<file path="config.mk">
export PLATFORM = sky130hd
export DESIGN_NAME = linear_audio_resampler_unit
export DESIGN_NICKNAME = d
export VERILOG_FILES = /design/src/rtl/core/lar_pkg.sv /design/src/rtl/core/lar_fifo.sv /design/src/rtl/core/lar_front.sv /design/src/rtl/core/lar_back.sv /design/src/rtl/core/linear_audio_resampler_unit.sv
export SDC_FILE = /design/constraint.sdc
export NUM_CORES = 1
export LEC_CHECK = 0
export ABC_AREA = 1
export BUFFER_PORTS_ARGS = -buffer_cell sky130_fd_sc_hd__buf_2
export CAP_MARGIN = 5
export CORE_UTILIZATION = 30
export CTS_BUF_LIST = sky130_fd_sc_hd__clkbuf_16
export DETAILED_ROUTE_END_ITERATION = 10
export GPL_ROUTABILITY_DRIVEN = 1
export SYNTH_ARGS = -nofsm -noshare
export SYNTH_HDL_FRONTEND = slang
export SYNTH_SLANG_ARGS = --single-unit
</file>
<file path="constraint.sdc">
create_clock -name clk -period 22.9 [get_ports clk]
set_input_delay 3.435 -clock clk [delete_from_list [all_inputs] [get_ports clk]]
set_output_delay 3.435 -clock clk [all_outputs]
set_load 0.1 [all_outputs]
</file>
<file path="src/rtl/core/lar_pkg.sv">
`default_nettype none
package lar_pkg;

	localparam logic [19:0] ONE_POS   = 20'h10000;
	localparam logic [18:0] MIN_RATIO = 19'd1024;
	localparam logic [5:0]  LAST_IDX  = 6'd63;

	localparam logic CMD_START = 1'b0;
	localparam logic CMD_PUSH  = 1'b1;

	localparam logic [2:0] REG_MODE      = 3'd0;
	localparam logic [2:0] REG_RATIO     = 3'd1;
	localparam logic [2:0] REG_START_POS = 3'd2;
	localparam logic [2:0] REG_OUT_COUNT = 3'd3;
	localparam logic [2:0] REG_HIST0     = 3'd4;
	localparam logic [2:0] REG_HIST1     = 3'd5;
	localparam logic [2:0] REG_HIST2     = 3'd6;
	localparam logic [2:0] REG_HIST3     = 3'd7;

	typedef struct packed {
		logic               kind;
		logic signed [15:0] sample;
	} cmd_t;

	typedef struct packed {
		logic signed [15:0] sample;
		logic [15:0]        phase;
		logic               block_end;
		logic               last;
	} res_t;

	typedef struct packed {
		logic               mode;
		logic [18:0]        ratio;
		logic [15:0]        start_pos;
		logic [15:0]        out_count;
		logic signed [15:0] hist0;
		logic signed [15:0] hist1;
		logic signed [15:0] hist2;
		logic signed [15:0] hist3;
	} cfg_t;

endpackage
`default_nettype wire

</file>
<file path="src/rtl/core/lar_fifo.sv">
`default_nettype none
module lar_fifo #(
	parameter int WIDTH = 8,
	parameter int DEPTH = 4
) (
	input  wire logic             clk,
	input  wire logic             arst_n,
	input  wire logic             wr_en,
	input  wire logic [WIDTH-1:0] wr_data,
	output logic                  full,
	input  wire logic             rd_en,
	output logic [WIDTH-1:0]      rd_data,
	output logic                  empty
);

	localparam int PTR_W = (DEPTH > 1) ? $clog2(DEPTH) : 1;
	localparam int CNT_W = $clog2(DEPTH + 1);

	logic [WIDTH-1:0] mem_q [DEPTH];
	logic [PTR_W-1:0] wr_ptr_q;
	logic [PTR_W-1:0] rd_ptr_q;
	logic [CNT_W-1:0] cnt_q;
	logic             do_wr;
	logic             do_rd;

	assign full    = (cnt_q == CNT_W'(DEPTH));
	assign empty   = (cnt_q == '0);
	assign do_wr   = wr_en && !full;
	assign do_rd   = rd_en && !empty;
	assign rd_data = mem_q[rd_ptr_q];

	always_ff @(posedge clk) begin
		if (do_wr) begin
			mem_q[wr_ptr_q] <= wr_data;
		end
	end

	always_ff @(posedge clk or negedge arst_n) begin
		if (!arst_n) begin
			wr_ptr_q <= '0;
			rd_ptr_q <= '0;
			cnt_q    <= '0;
		end else begin
			if (do_wr) begin
				wr_ptr_q <= (wr_ptr_q == PTR_W'(DEPTH - 1)) ? '0 : wr_ptr_q + 1'b1;
			end
			if (do_rd) begin
				rd_ptr_q <= (rd_ptr_q == PTR_W'(DEPTH - 1)) ? '0 : rd_ptr_q + 1'b1;
			end
			if (do_wr && !do_rd) begin
				cnt_q <= cnt_q + 1'b1;
			end else if (do_rd && !do_wr) begin
				cnt_q <= cnt_q - 1'b1;
			end
		end
	end

endmodule
`default_nettype wire

</file>
<file path="src/rtl/core/lar_front.sv">
`default_nettype none
module lar_front #(
	parameter int CMD_DEPTH = 4
) (
	input  wire logic               clk,
	input  wire logic               arst_n,
	input  wire logic               push,
	output logic                    full,
	input  wire logic               req_type,
	input  wire logic signed [15:0] in_sample,
	output lar_pkg::cmd_t           cmd,
	output logic                    cmd_valid,
	input  wire logic               cmd_pop
);

	lar_pkg::cmd_t                       in_cmd;
	logic [$bits(lar_pkg::cmd_t)-1:0]    head;
	logic                                q_empty;

	// classify the word
	always_comb begin
		in_cmd.kind   = req_type ? lar_pkg::CMD_PUSH : lar_pkg::CMD_START;
		in_cmd.sample = in_sample;
	end

	lar_fifo #(
		.WIDTH($bits(lar_pkg::cmd_t)),
		.DEPTH(CMD_DEPTH)
	) u_cmd_q (
		.clk    (clk),
		.arst_n (arst_n),
		.wr_en  (push),
		.wr_data(in_cmd),
		.full   (full),
		.rd_en  (cmd_pop),
		.rd_data(head),
		.empty  (q_empty)
	);

	assign cmd       = lar_pkg::cmd_t'(head);
	assign cmd_valid = !q_empty;

endmodule
`default_nettype wire

</file>
<file path="src/rtl/core/lar_back.sv">
`default_nettype none
module lar_back #(
	parameter int OUT_DEPTH = 4
) (
	input  wire logic          clk,
	input  wire logic          arst_n,
	input  wire lar_pkg::cfg_t cfg,
	input  wire lar_pkg::cmd_t cmd,
	input  wire logic          cmd_valid,
	output logic               cmd_pop,
	output lar_pkg::res_t      res,
	output logic               res_empty,
	input  wire logic          res_pop
);

	localparam logic ST_IDLE = 1'b0;
	localparam logic ST_EMIT = 1'b1;

	logic               state_q;
	logic signed [15:0] hist_q [4];
	logic [19:0]        phase_q;
	logic [15:0]        done_q;
	logic               ended_q;
	logic [5:0]         n_q;

	logic [18:0]        eff_ratio;
	logic [19:0]        next_phase;
	logic [15:0]        done_inc;
	logic               at_end;
	logic               cont;
	logic signed [16:0] diff;
	logic signed [16:0] frac;
	logic signed [33:0] prod;
	logic signed [16:0] blend_w;
	logic               res_full;
	logic               res_wr;
	lar_pkg::res_t      res_wdata;
	logic [$bits(lar_pkg::res_t)-1:0] res_head;

	assign eff_ratio  = (cfg.ratio < lar_pkg::MIN_RATIO) ? lar_pkg::MIN_RATIO : cfg.ratio;
	assign next_phase = phase_q + {1'b0, eff_ratio};
	assign done_inc   = done_q + 16'd1;
	assign at_end     = (done_inc >= cfg.out_count);
	assign cont       = !ended_q && (phase_q < lar_pkg::ONE_POS);

	// s0 + floor((s1 - s0) * frac / 2^16)
	assign diff    = {hist_q[1][15], hist_q[1]} - {hist_q[0][15], hist_q[0]};
	assign frac    = {1'b0, phase_q[15:0]};
	assign prod    = diff * frac;
	assign blend_w = {hist_q[0][15], hist_q[0]} + prod[32:16];

	always_comb begin
		cmd_pop   = 1'b0;
		res_wr    = 1'b0;
		res_wdata = '0;
		case (state_q)
			ST_IDLE: begin
				cmd_pop = cmd_valid && !res_full;
				if (cmd.kind == lar_pkg::CMD_PUSH && !ended_q && !cfg.mode) begin
					res_wr              = cmd_pop;
					res_wdata.sample    = cmd.sample;
					res_wdata.phase     = cfg.start_pos;
					res_wdata.block_end = at_end;
					res_wdata.last      = 1'b1;
				end
			end
			ST_EMIT: begin
				res_wr              = cont && !res_full;
				res_wdata.sample    = blend_w[15:0];
				res_wdata.phase     = phase_q[15:0];
				res_wdata.block_end = at_end;
				res_wdata.last      = at_end || (next_phase >= lar_pkg::ONE_POS) ||
				                      (n_q == lar_pkg::LAST_IDX);
			end
			default: begin
				cmd_pop = 1'b0;
			end
		endcase
	end

	always_ff @(posedge clk or negedge arst_n) begin
		if (!arst_n) begin
			state_q <= ST_IDLE;
			for (int i = 0; i < 4; i++) begin
				hist_q[i] <= '0;
			end
			phase_q <= lar_pkg::ONE_POS;
			done_q  <= '0;
			ended_q <= 1'b1;
			n_q     <= '0;
		end else begin
			case (state_q)
				ST_IDLE: begin
					if (cmd_pop) begin
						n_q <= '0;
						if (cmd.kind == lar_pkg::CMD_START) begin
							hist_q[0] <= cfg.hist0;
							hist_q[1] <= cfg.hist1;
							hist_q[2] <= cfg.hist2;
							hist_q[3] <= cfg.hist3;
							phase_q   <= {4'b0, cfg.start_pos} + {1'b0, eff_ratio};
							done_q    <= '0;
							ended_q   <= (cfg.out_count == '0);
							if (cfg.mode) begin
								state_q <= ST_EMIT;
							end
						end else if (!ended_q) begin
							hist_q[0] <= hist_q[1];
							hist_q[1] <= hist_q[2];
							hist_q[2] <= hist_q[3];
							hist_q[3] <= cmd.sample;
							if (cfg.mode) begin
								if (phase_q >= lar_pkg::ONE_POS) begin
									phase_q <= phase_q - lar_pkg::ONE_POS;
								end
								state_q <= ST_EMIT;
							end else begin
								done_q  <= done_inc;
								ended_q <= at_end;
							end
						end
					end
				end
				ST_EMIT: begin
					if (!cont) begin
						state_q <= ST_IDLE;
					end else if (!res_full) begin
						done_q  <= done_inc;
						ended_q <= at_end;
						phase_q <= next_phase;
						n_q     <= n_q + 6'd1;
						if (res_wdata.last) begin
							state_q <= ST_IDLE;
						end
					end
				end
				default: begin
					state_q <= ST_IDLE;
				end
			endcase
		end
	end

	lar_fifo #(
		.WIDTH($bits(lar_pkg::res_t)),
		.DEPTH(OUT_DEPTH)
	) u_res_q (
		.clk    (clk),
		.arst_n (arst_n),
		.wr_en  (res_wr),
		.wr_data(res_wdata),
		.full   (res_full),
		.rd_en  (res_pop),
		.rd_data(res_head),
		.empty  (res_empty)
	);

	assign res = lar_pkg::res_t'(res_head);

endmodule
`default_nettype wire

</file>
<file path="src/rtl/core/linear_audio_resampler_unit.sv">
// Path: a pass-through word goes through the command queue into the result queue;
//   in linear mode the popped word starts the emit state, which writes its results.
// Flow: a linear-mode word holds the emission unit until its last result (64 at most),
//   and no command is popped meanwhile; the one-result-per-cycle blend loop runs while
//   the result queue is not full.
// Reset: arst_n clears both queues, the history and counters, and loads register defaults.
`default_nettype none
module linear_audio_resampler_unit #(
	parameter int CMD_DEPTH = 4,
	parameter int OUT_DEPTH = 4
) (
	input  wire logic               clk,
	input  wire logic               arst_n,
	input  wire logic               push,
	output logic                    full,
	input  wire logic               req_type,
	input  wire logic signed [15:0] in_sample,
	output logic                    empty,
	input  wire logic               pop,
	output logic signed [15:0]      out_sample,
	output logic [15:0]             out_phase,
	output logic                    block_end,
	output logic                    last,
	input  wire logic               cfg_wr_en,
	input  wire logic [2:0]         cfg_index,
	input  wire logic [18:0]        cfg_wdata
);

	lar_pkg::cfg_t cfg_q;
	lar_pkg::cmd_t cmd;
	logic          cmd_valid;
	logic          cmd_pop;
	lar_pkg::res_t res;

	always_ff @(posedge clk or negedge arst_n) begin
		if (!arst_n) begin
			cfg_q.mode      <= 1'b1;
			cfg_q.ratio     <= 19'h10000;
			cfg_q.start_pos <= '0;
			cfg_q.out_count <= 16'd1;
			cfg_q.hist0     <= '0;
			cfg_q.hist1     <= '0;
			cfg_q.hist2     <= '0;
			cfg_q.hist3     <= '0;
		end else if (cfg_wr_en) begin
			case (cfg_index)
				lar_pkg::REG_MODE:      cfg_q.mode      <= cfg_wdata[0];
				lar_pkg::REG_RATIO:     cfg_q.ratio     <= cfg_wdata;
				lar_pkg::REG_START_POS: cfg_q.start_pos <= cfg_wdata[15:0];
				lar_pkg::REG_OUT_COUNT: cfg_q.out_count <= cfg_wdata[15:0];
				lar_pkg::REG_HIST0:     cfg_q.hist0     <= cfg_wdata[15:0];
				lar_pkg::REG_HIST1:     cfg_q.hist1     <= cfg_wdata[15:0];
				lar_pkg::REG_HIST2:     cfg_q.hist2     <= cfg_wdata[15:0];
				lar_pkg::REG_HIST3:     cfg_q.hist3     <= cfg_wdata[15:0];
				default:                cfg_q.mode      <= cfg_q.mode;
			endcase
		end
	end

	lar_front #(
		.CMD_DEPTH(CMD_DEPTH)
	) u_front (
		.clk      (clk),
		.arst_n   (arst_n),
		.push     (push),
		.full     (full),
		.req_type (req_type),
		.in_sample(in_sample),
		.cmd      (cmd),
		.cmd_valid(cmd_valid),
		.cmd_pop  (cmd_pop)
	);

	lar_back #(
		.OUT_DEPTH(OUT_DEPTH)
	) u_back (
		.clk      (clk),
		.arst_n   (arst_n),
		.cfg      (cfg_q),
		.cmd      (cmd),
		.cmd_valid(cmd_valid),
		.cmd_pop  (cmd_pop),
		.res      (res),
		.res_empty(empty),
		.res_pop  (pop)
	);

	assign out_sample = res.sample;
	assign out_phase  = res.phase;
	assign block_end  = res.block_end;
	assign last       = res.last;

endmodule
`default_nettype wire

</file>
==> qor.yml, run 1 <==
run_status:
  run_status: "finished, final reports clean"
setup_path:
  slowest_delay_ns: 0.80
  critPathRequiredTime_ns: 23.23
  r2r_start: "u_back.hist_q[32]"
  timing.rr.end: "u_back.u_res_q.mem_q[1][33]"
  end_kind: "flop"
  critPathKind: "reg2reg"
  cp-start-kind: "flop"
  arrival_ns: 10.04
  r2r_setup_slack_ns: 13.19
  worst-r2r-cell-count: 43
  worstPathMaxFanout: 9
  slowest_stage: "xor2_1"
  crit_path_frequent_cell: "nand2_1"
floorplan:
  placementRows: 119
  die_area_mm2: 0.108
  initial_core_util: 0.304
  die_w_um: 329
  core_mm2: 0.106
  die_h_um: 329
  io_pins: 80
timing:
  post-route-min-period_ns: 9.71
  fmax_ghz: 0.103
  setup_violations: 0
  maxSlewHeadroom: 0.150
  whs_ns: 0.483
  hold_viol_final: 0
  rsz0062_at_grt: "false"
  finClkSkew_ns: 0.0175
  fin_crit_sh: 0.424
  finalSetupTns_ns: 0
  worstMarginPinSlew_ns: 1.27
  slew_viol_final: 0
route:
  dr_wl_met2_mm: 40.4
  dr.pass1.iters: 5
  viasPerCell: 4.85
  wl_met1_mm: 41.1
  wire_per_inst_um: 17.7
  highest_layer: "met5"
  num_vias: 24500
  drc: 0
  met3_length_mm: 6.00
  drtIter0Drc: 2140
  postRouteWirelength_mm: 89.4
  antenna_left: 0
clock_network:
  postCtsHoldBufs: 0
  ctsLongestPathBuffers: 3
  cts_root_buffer: "clkbuf_16"
  postCtsSetupBuffers: 0
  cts.sinks: 442
  cts.reportedPaths.clkPinSlew_ns: 0.06
  insertion_delay_ns: 0.59
  cts_buffers: 46
  cts_resized: 0
  cts_tree: "yes"
  cts_max_level: 2
hold_path:
  min_delay_worst_endpoint: "cfg_q[70]"
  worstHoldStart: "cfg_q[70]"
  min_path_cells: 2
  hold_path_class: "reg2reg"
placement:
  portBuffers: 79
  dp_hpwl_mm: 67.4
  gp_congestion: 0.959
finish:
  drive_gt1_frac: 0.0645
  syn2layout_area_growth_pct: 10.3
  nets: 4120
  final_util: 0.335
logic_synthesis:
  seq_area_frac_synth: 0.377
  syn_nets: 4100
  synth_edf_count: 204
  synthCells: 3603
  ys.flop_type: "dfrtp_1"
  async_flop_share: 0.538
  synth-seq-cells: 442
  avgSynthCellArea_um2: 8.90
  syn_area_mm2: 0.0321
  synth.distinct_cells: 57
  yosysWarnings: 0
global_routing:
  grt_max_degree: 103
  grt.overflow.total: 0
  gr-usage-all-layers: 0.166
  grt_first_pass_wirelength_mm: 139
  antenna_found_initial: 3
  grt_pass1_vias: 23600
job:
  cap_violations: 0
==> state kept, by name, indices dropped and copies added (netlist names), 3 cells and up <==
signal	count
u_back.u_res_q.mem_q	136
cfg_q	116
u_front.u_cmd_q.mem_q	68
u_back.hist_q	64
u_back.phase_q	20
u_back.done_q	16
u_back.n_q	6
u_back.u_res_q.cnt_q	3
u_front.u_cmd_q.cnt_q	3
==> synthesized netlist by cell type, drive strengths merged, types with 2 or more instances <==
library cell	n	area, um2
or2	16	100
buf	29	166
nor2	352	1350
o2111ai	3	26.3
inv	641	2410
a22oi	3	22.5
xnor2	21	184
a22o	13	114
mux2	3	33.8
o31ai	3	22.5
nand3	87	435
a211oi	2	15.0
nand3b	3	22.5
o22ai	57	394
xor2	37	332
a31oi	22	138
dfstp	5	131
fa	271	5430
o21ai	397	2000
nor4	5	31.3
o21bai	7	52.6
o21a	2	15.0
a21oi	141	706
nand4	22	138
nor3	21	136
a21o	7	52.6
nand2	632	2410
ha	182	2280
o211ai	64	480
edfxtp	204	6130
clkinv	10	37.5
dfrtp	233	5830
clkbuf	101	379
==> how the worst max path moves through the flow <==
| stage | from | to | slack [ns] | cells past startpoint |
|---|---|---|---|---|
| 6_report | u_back.hist_q[32] | u_back.u_res_q.mem_q[1][33] | 13.19 | 43 |
| 4_1_cts | u_back.hist_q[32] | u_back.u_res_q.mem_q[1][33] | 13.29 | 40 |
| 3_3_place_gp | u_back.hist_q[32] | u_back.u_res_q.mem_q[0][33] | 13.53 | 42 |
| 2_1_floorplan | u_back.hist_q[48] | u_back.u_res_q.mem_q[0][33] | 14.63 | 41 |
| 5_1_grt | u_back.hist_q[32] | u_back.u_res_q.mem_q[0][33] | 12.46 | 43 |
| 3_5_place_dp | u_back.hist_q[48] | u_back.u_res_q.mem_q[0][33] | 13.33 | 39 |
==> final cells by class <==
| class | instances | area, um2 |
|---|---|---|
| clock inverter | 39 | 325 |
| timing repair buffer | 102 | 578 |
| inverter | 651 | 2440 |
| multi-input combinational | 2380 | 17000 |
| clock buffer | 47 | 1180 |
| fill | 10800 | 70200 |
| sequential | 442 | 12100 |
| antenna | 1 | 2.50 |
| tap | 1391 | 1740 |
==> metrics by stage <==
step	setup WS (ns)	instance area (um2)	cells
final	13.19	35400	5053
after global routing	12.46	35400	5052
after CTS	13.29	35400	5052
after detailed placement	13.33	33900	4966
after global placement	13.53	33900	4966
after floorplan	14.63	32100	3603
==> layout by cell type (no fill, tap or decap), types with 16 or more instances in the layout <==
cell and instances:
nand3_1 87, ha_1 182, nor2_1 344, nand4_1 22
o22ai_1 51, xnor2_1 21, inv_1 638, a31oi_1 22
dfrtp_1 232, o21ai_0 379, buf_2 78, fa_1 271
nand2_1 623, buf_4 23, clkinv_1 20, clkbuf_16 47
o21ai_1 16, o211ai_1 64, a21oi_1 141, xor2_1 36
edfxtp_1 204
==> worst max-delay path, delay by kind of cell (launching register included) <==
family	cells	cell delay (ns)
compound gates	10	1.72
simple gates	14	1.50
buf+inv	7	0.59
fa+ha+maj	10	4.29
flops	1	0.34
xor+xnor	2	0.98
==> per-layer routing <==
layer  GRT usage  up-vias
li1            -    11700
met2       0.261      826
met4      0.0378        6
met1       0.241    11900
met5           0        -
met3      0.0224      115
==> cell families (layout without fill, tap and decap cells) <==
| family | count (synthesis) | count (layout) | synth area share |
|---|---|---|---|
| and+or+nand+nor | 1138 | 1138 | 0.144 |
| buffers and inverters | 781 | 839 | 0.0933 |
| AOI/OAI and AO/OA | 728 | 728 | 0.128 |
| adders and majority gates | 453 | 453 | 0.240 |
| DFF | 442 | 442 | 0.377 |
| xor gates and xnor gates | 58 | 58 | 0.0161 |
| muxes | 3 | 3 | 0.00105 |
| other | 0 | 1 | 0 |
Power of run 1 is not shown: default switching activity piles up to over one toggle a cycle in this logic, so the estimate is an artifact.
==> run 2, diff against run 1 <==
==> constraint.sdc (replaced) <==
create_clock -name clk -period 7.8 [get_ports clk]
set_input_delay 1.17 -clock clk [delete_from_list [all_inputs] [get_ports clk]]
set_output_delay 1.17 -clock clk [all_outputs]
set_load 0.1 [all_outputs]
==> run 2 against run 1 <==
Compared with the run above: the flow now finishes with violations (negative setup slack); maximum frequency increased by 15%; critical path depth increased by 2; sequential share of layout area decreased by 3.1 points; clock skew increased by 0.035 ns; critical path type unchanged; design area increased by 10%; wire length increased by 4.7%; sequential cell count unchanged; cell count increased by 6.2%; largest cell class unchanged; core utilization increased by 3.3 points; hold slack improved by 0.0012 ns; non-clock buffer count increased by 309.
==> qor.yml, run 2 (same netlist as run 1, synthesis figures left out) <==
timing:
  slew_viol_final: 0  # unchanged
  fmax_ghz: 0.118  # +15%
  worst_slack_ns: -0.669  # -13.86 ns
  rsz0062_at_grt: "true"
  finClkSkew_ns: 0.0523  # +0.0348 ns
  post-route-min-period_ns: 8.47  # -1.24 ns
  hold_viol_final: 0  # unchanged
  worstMarginPinSlew_ns: 1.13  # -0.141 ns
  setup_violations: 60  # +60
  fin_crit_sh: 1.09  # +0.662
  maxSlewHeadroom: 0.248  # +0.0981
finish:
  drive_gt1_frac: 0.191  # +0.127
  nets: 4430  # +7.5%
  final_common_cell: "inv_1"
  largestRegisters: "u_back.u_res_q.mem_q x136, cfg_q x116, u_front.u_cmd_q.mem_q x68"
  largest_register_ffs: 136  # unchanged
  syn2layout_area_growth_pct: 21.4
  filler_cell_count: 10500  # -2.6%
  largest-register: "u_back.u_res_q.mem_q"
  final_cell_mix: "inv_1, nand2_1, o21ai_0"
setup_path:
  worstPathMaxFanout: 4  # -5
  r2r_setup_slack_ns: -0.67  # -13.86 ns
  end_kind: "flop"
  cp-start-kind: "flop"
  r2r_start: "u_back.hist_q[32]"
  slowest_stage: "fa_1"
  slowest_delay_ns: 0.53  # -0.27 ns
  worst-r2r-cell-count: 45  # +4.7%
  timing.rr.end: "u_back.u_res_q.mem_q[3][33]"
  arrival_ns: 8.78  # -1.26 ns
  critPathRequiredTime_ns: 8.11  # -15.12 ns
  critPathKind: "reg2reg"
floorplan:
  placementRows: 119  # unchanged
  core_mm2: 0.106  # unchanged
  die_area_mm2: 0.108  # unchanged
  io_pins: 80  # unchanged
  initial_core_util: 0.304  # unchanged
  die_h_um: 329  # unchanged
  die_w_um: 329  # unchanged
job:
  cap_violations: 0  # unchanged
hold_path:
  min_path_cells: 2  # unchanged
  worstHoldStart: "cfg_q[35]"
  hold_path_class: "reg2reg"
  min_delay_worst_endpoint: "cfg_q[35]"
global_routing:
  grt_max_degree: 174  # +69%
  grt.overflow.total: 0  # unchanged
  grt_first_pass_wirelength_mm: 146  # +5.0%
  antenna_found_initial: 4  # +1
  gr-usage-all-layers: 0.173  # +0.00740
  grt_pass1_vias: 25000  # +6.3%
route:
  dr.pass1.iters: 6  # +1
  postRouteWirelength_mm: 93.7  # +4.7%
  viasPerCell: 4.77  # -1.6%
  met3_length_mm: 5.23  # -13%
  antenna_left: 0  # unchanged
  highest_layer: "met5"
  drtIter0Drc: 1983  # -7.3%
  drc: 0  # unchanged
  dr_wl_met2_mm: 42.7  # +5.7%
  wire_per_inst_um: 17.5  # -1.4%
  num_vias: 25600  # +4.5%
  wl_met1_mm: 43.7  # +6.4%
placement:
  dp_hpwl_mm: 72.3  # +7.3%
  pre_cts_ws_ns: -0.914  # -14.25 ns
  gp_congestion: 0.955  # -0.39%
  portBuffers: 79  # unchanged
clock_network:
  cts.sinks: 442  # unchanged
  cts_root_buffer: "clkbuf_16"
  insertion_delay_ns: 0.62  # +0.03 ns
  cts_max_level: 2  # unchanged
  cts_buffers: 47  # +2.2%
  cts_tree: "yes"
  cts.reportedPaths.clkPinSlew_ns: 0.06  # about the same
  ctsLongestPathBuffers: 3  # unchanged
  postCtsHoldBufs: 0  # unchanged
run_status:
  violations: "negative setup slack"
  run_status: "complete, but fails checks"
==> run 2: worst max path at each step <==
stage / slack [ns] / cells after the start / end / start
floorplan: -0.1 / 46 / u_back.u_res_q.mem_q[0][33] / u_back.hist_q[48]
global placement: -0.83 / 44 / u_back.u_res_q.mem_q[2][31] / u_back.hist_q[32]
detailed placement: -0.91 / 41 / u_back.u_res_q.mem_q[1][32] / u_back.hist_q[32]
CTS: -0.58 / 42 / u_back.u_res_q.mem_q[3][32] / u_back.hist_q[48]
global route: -0.95 / 45 / u_back.u_res_q.mem_q[3][33] / u_back.hist_q[32]
finish: -0.67 / 45 / u_back.u_res_q.mem_q[3][33] / u_back.hist_q[32]
==> run 2: worst max-delay path, delay by kind of cell, from the launching register on <==
family / cells / cell delay [ns]
buffers and inverters: 9 / 0.55
adder cells (fa/ha/maj): 10 / 4.10
flip-flops: 1 / 0.36
XOR/XNOR: 2 / 0.37
AO/OA/AOI/OAI: 11 / 1.67
AND/OR/NAND/NOR: 13 / 1.09
==> run 2: per-stage QoR <==
step | area, um2 | cells | TNS, ns | util | hold slack [ns]
CTS | 38500 | 5350 | -17.00 | 0.365 | 0.488
floorplan | 32200 | 3603 | -1.32 | - | 0.453
global placement | 36200 | 5242 | -35.21 | 0.343 | 0.466
detailed placement | 36200 | 5242 | -38.62 | 0.343 | 0.473
global route | 38900 | 5364 | -39.98 | 0.369 | 0.502
finish | 38900 | 5364 | -26.01 | 0.369 | 0.484
==> run 2: area by class of cell <==
cell class | instances | area [um2] | area share
multi-input cells | 2380 | 18200 | 0.467
diodes | 1 | 2.50 | 0.0000643
repair buffers | 411 | 3000 | 0.0771
well taps | 1391 | 1740 | 0.0447
clock buffers | 48 | 1200 | 0.0309
flip-flops and latches | 442 | 12100 | 0.311
clock inverters | 40 | 258 | 0.00663
inverters | 651 | 2460 | 0.0633
==> run 2: layer usage <==
layer | track usage | vias to the layer above
met4 | 0.0372 | 6
met1 | 0.252 | 12600
met2 | 0.274 | 658
met5 | 0 | -
met3 | 0.0235 | 107
li1 | - | 12300
==> run 2: timing repair <==
action,CTS,global route
setup endpoints to repair,60,60
setup buffers,20,14
pin swaps,91,83
endpoints found under the hold margin,0,0
resized for setup,160,78
Power of run 2 is left out for the same reason.
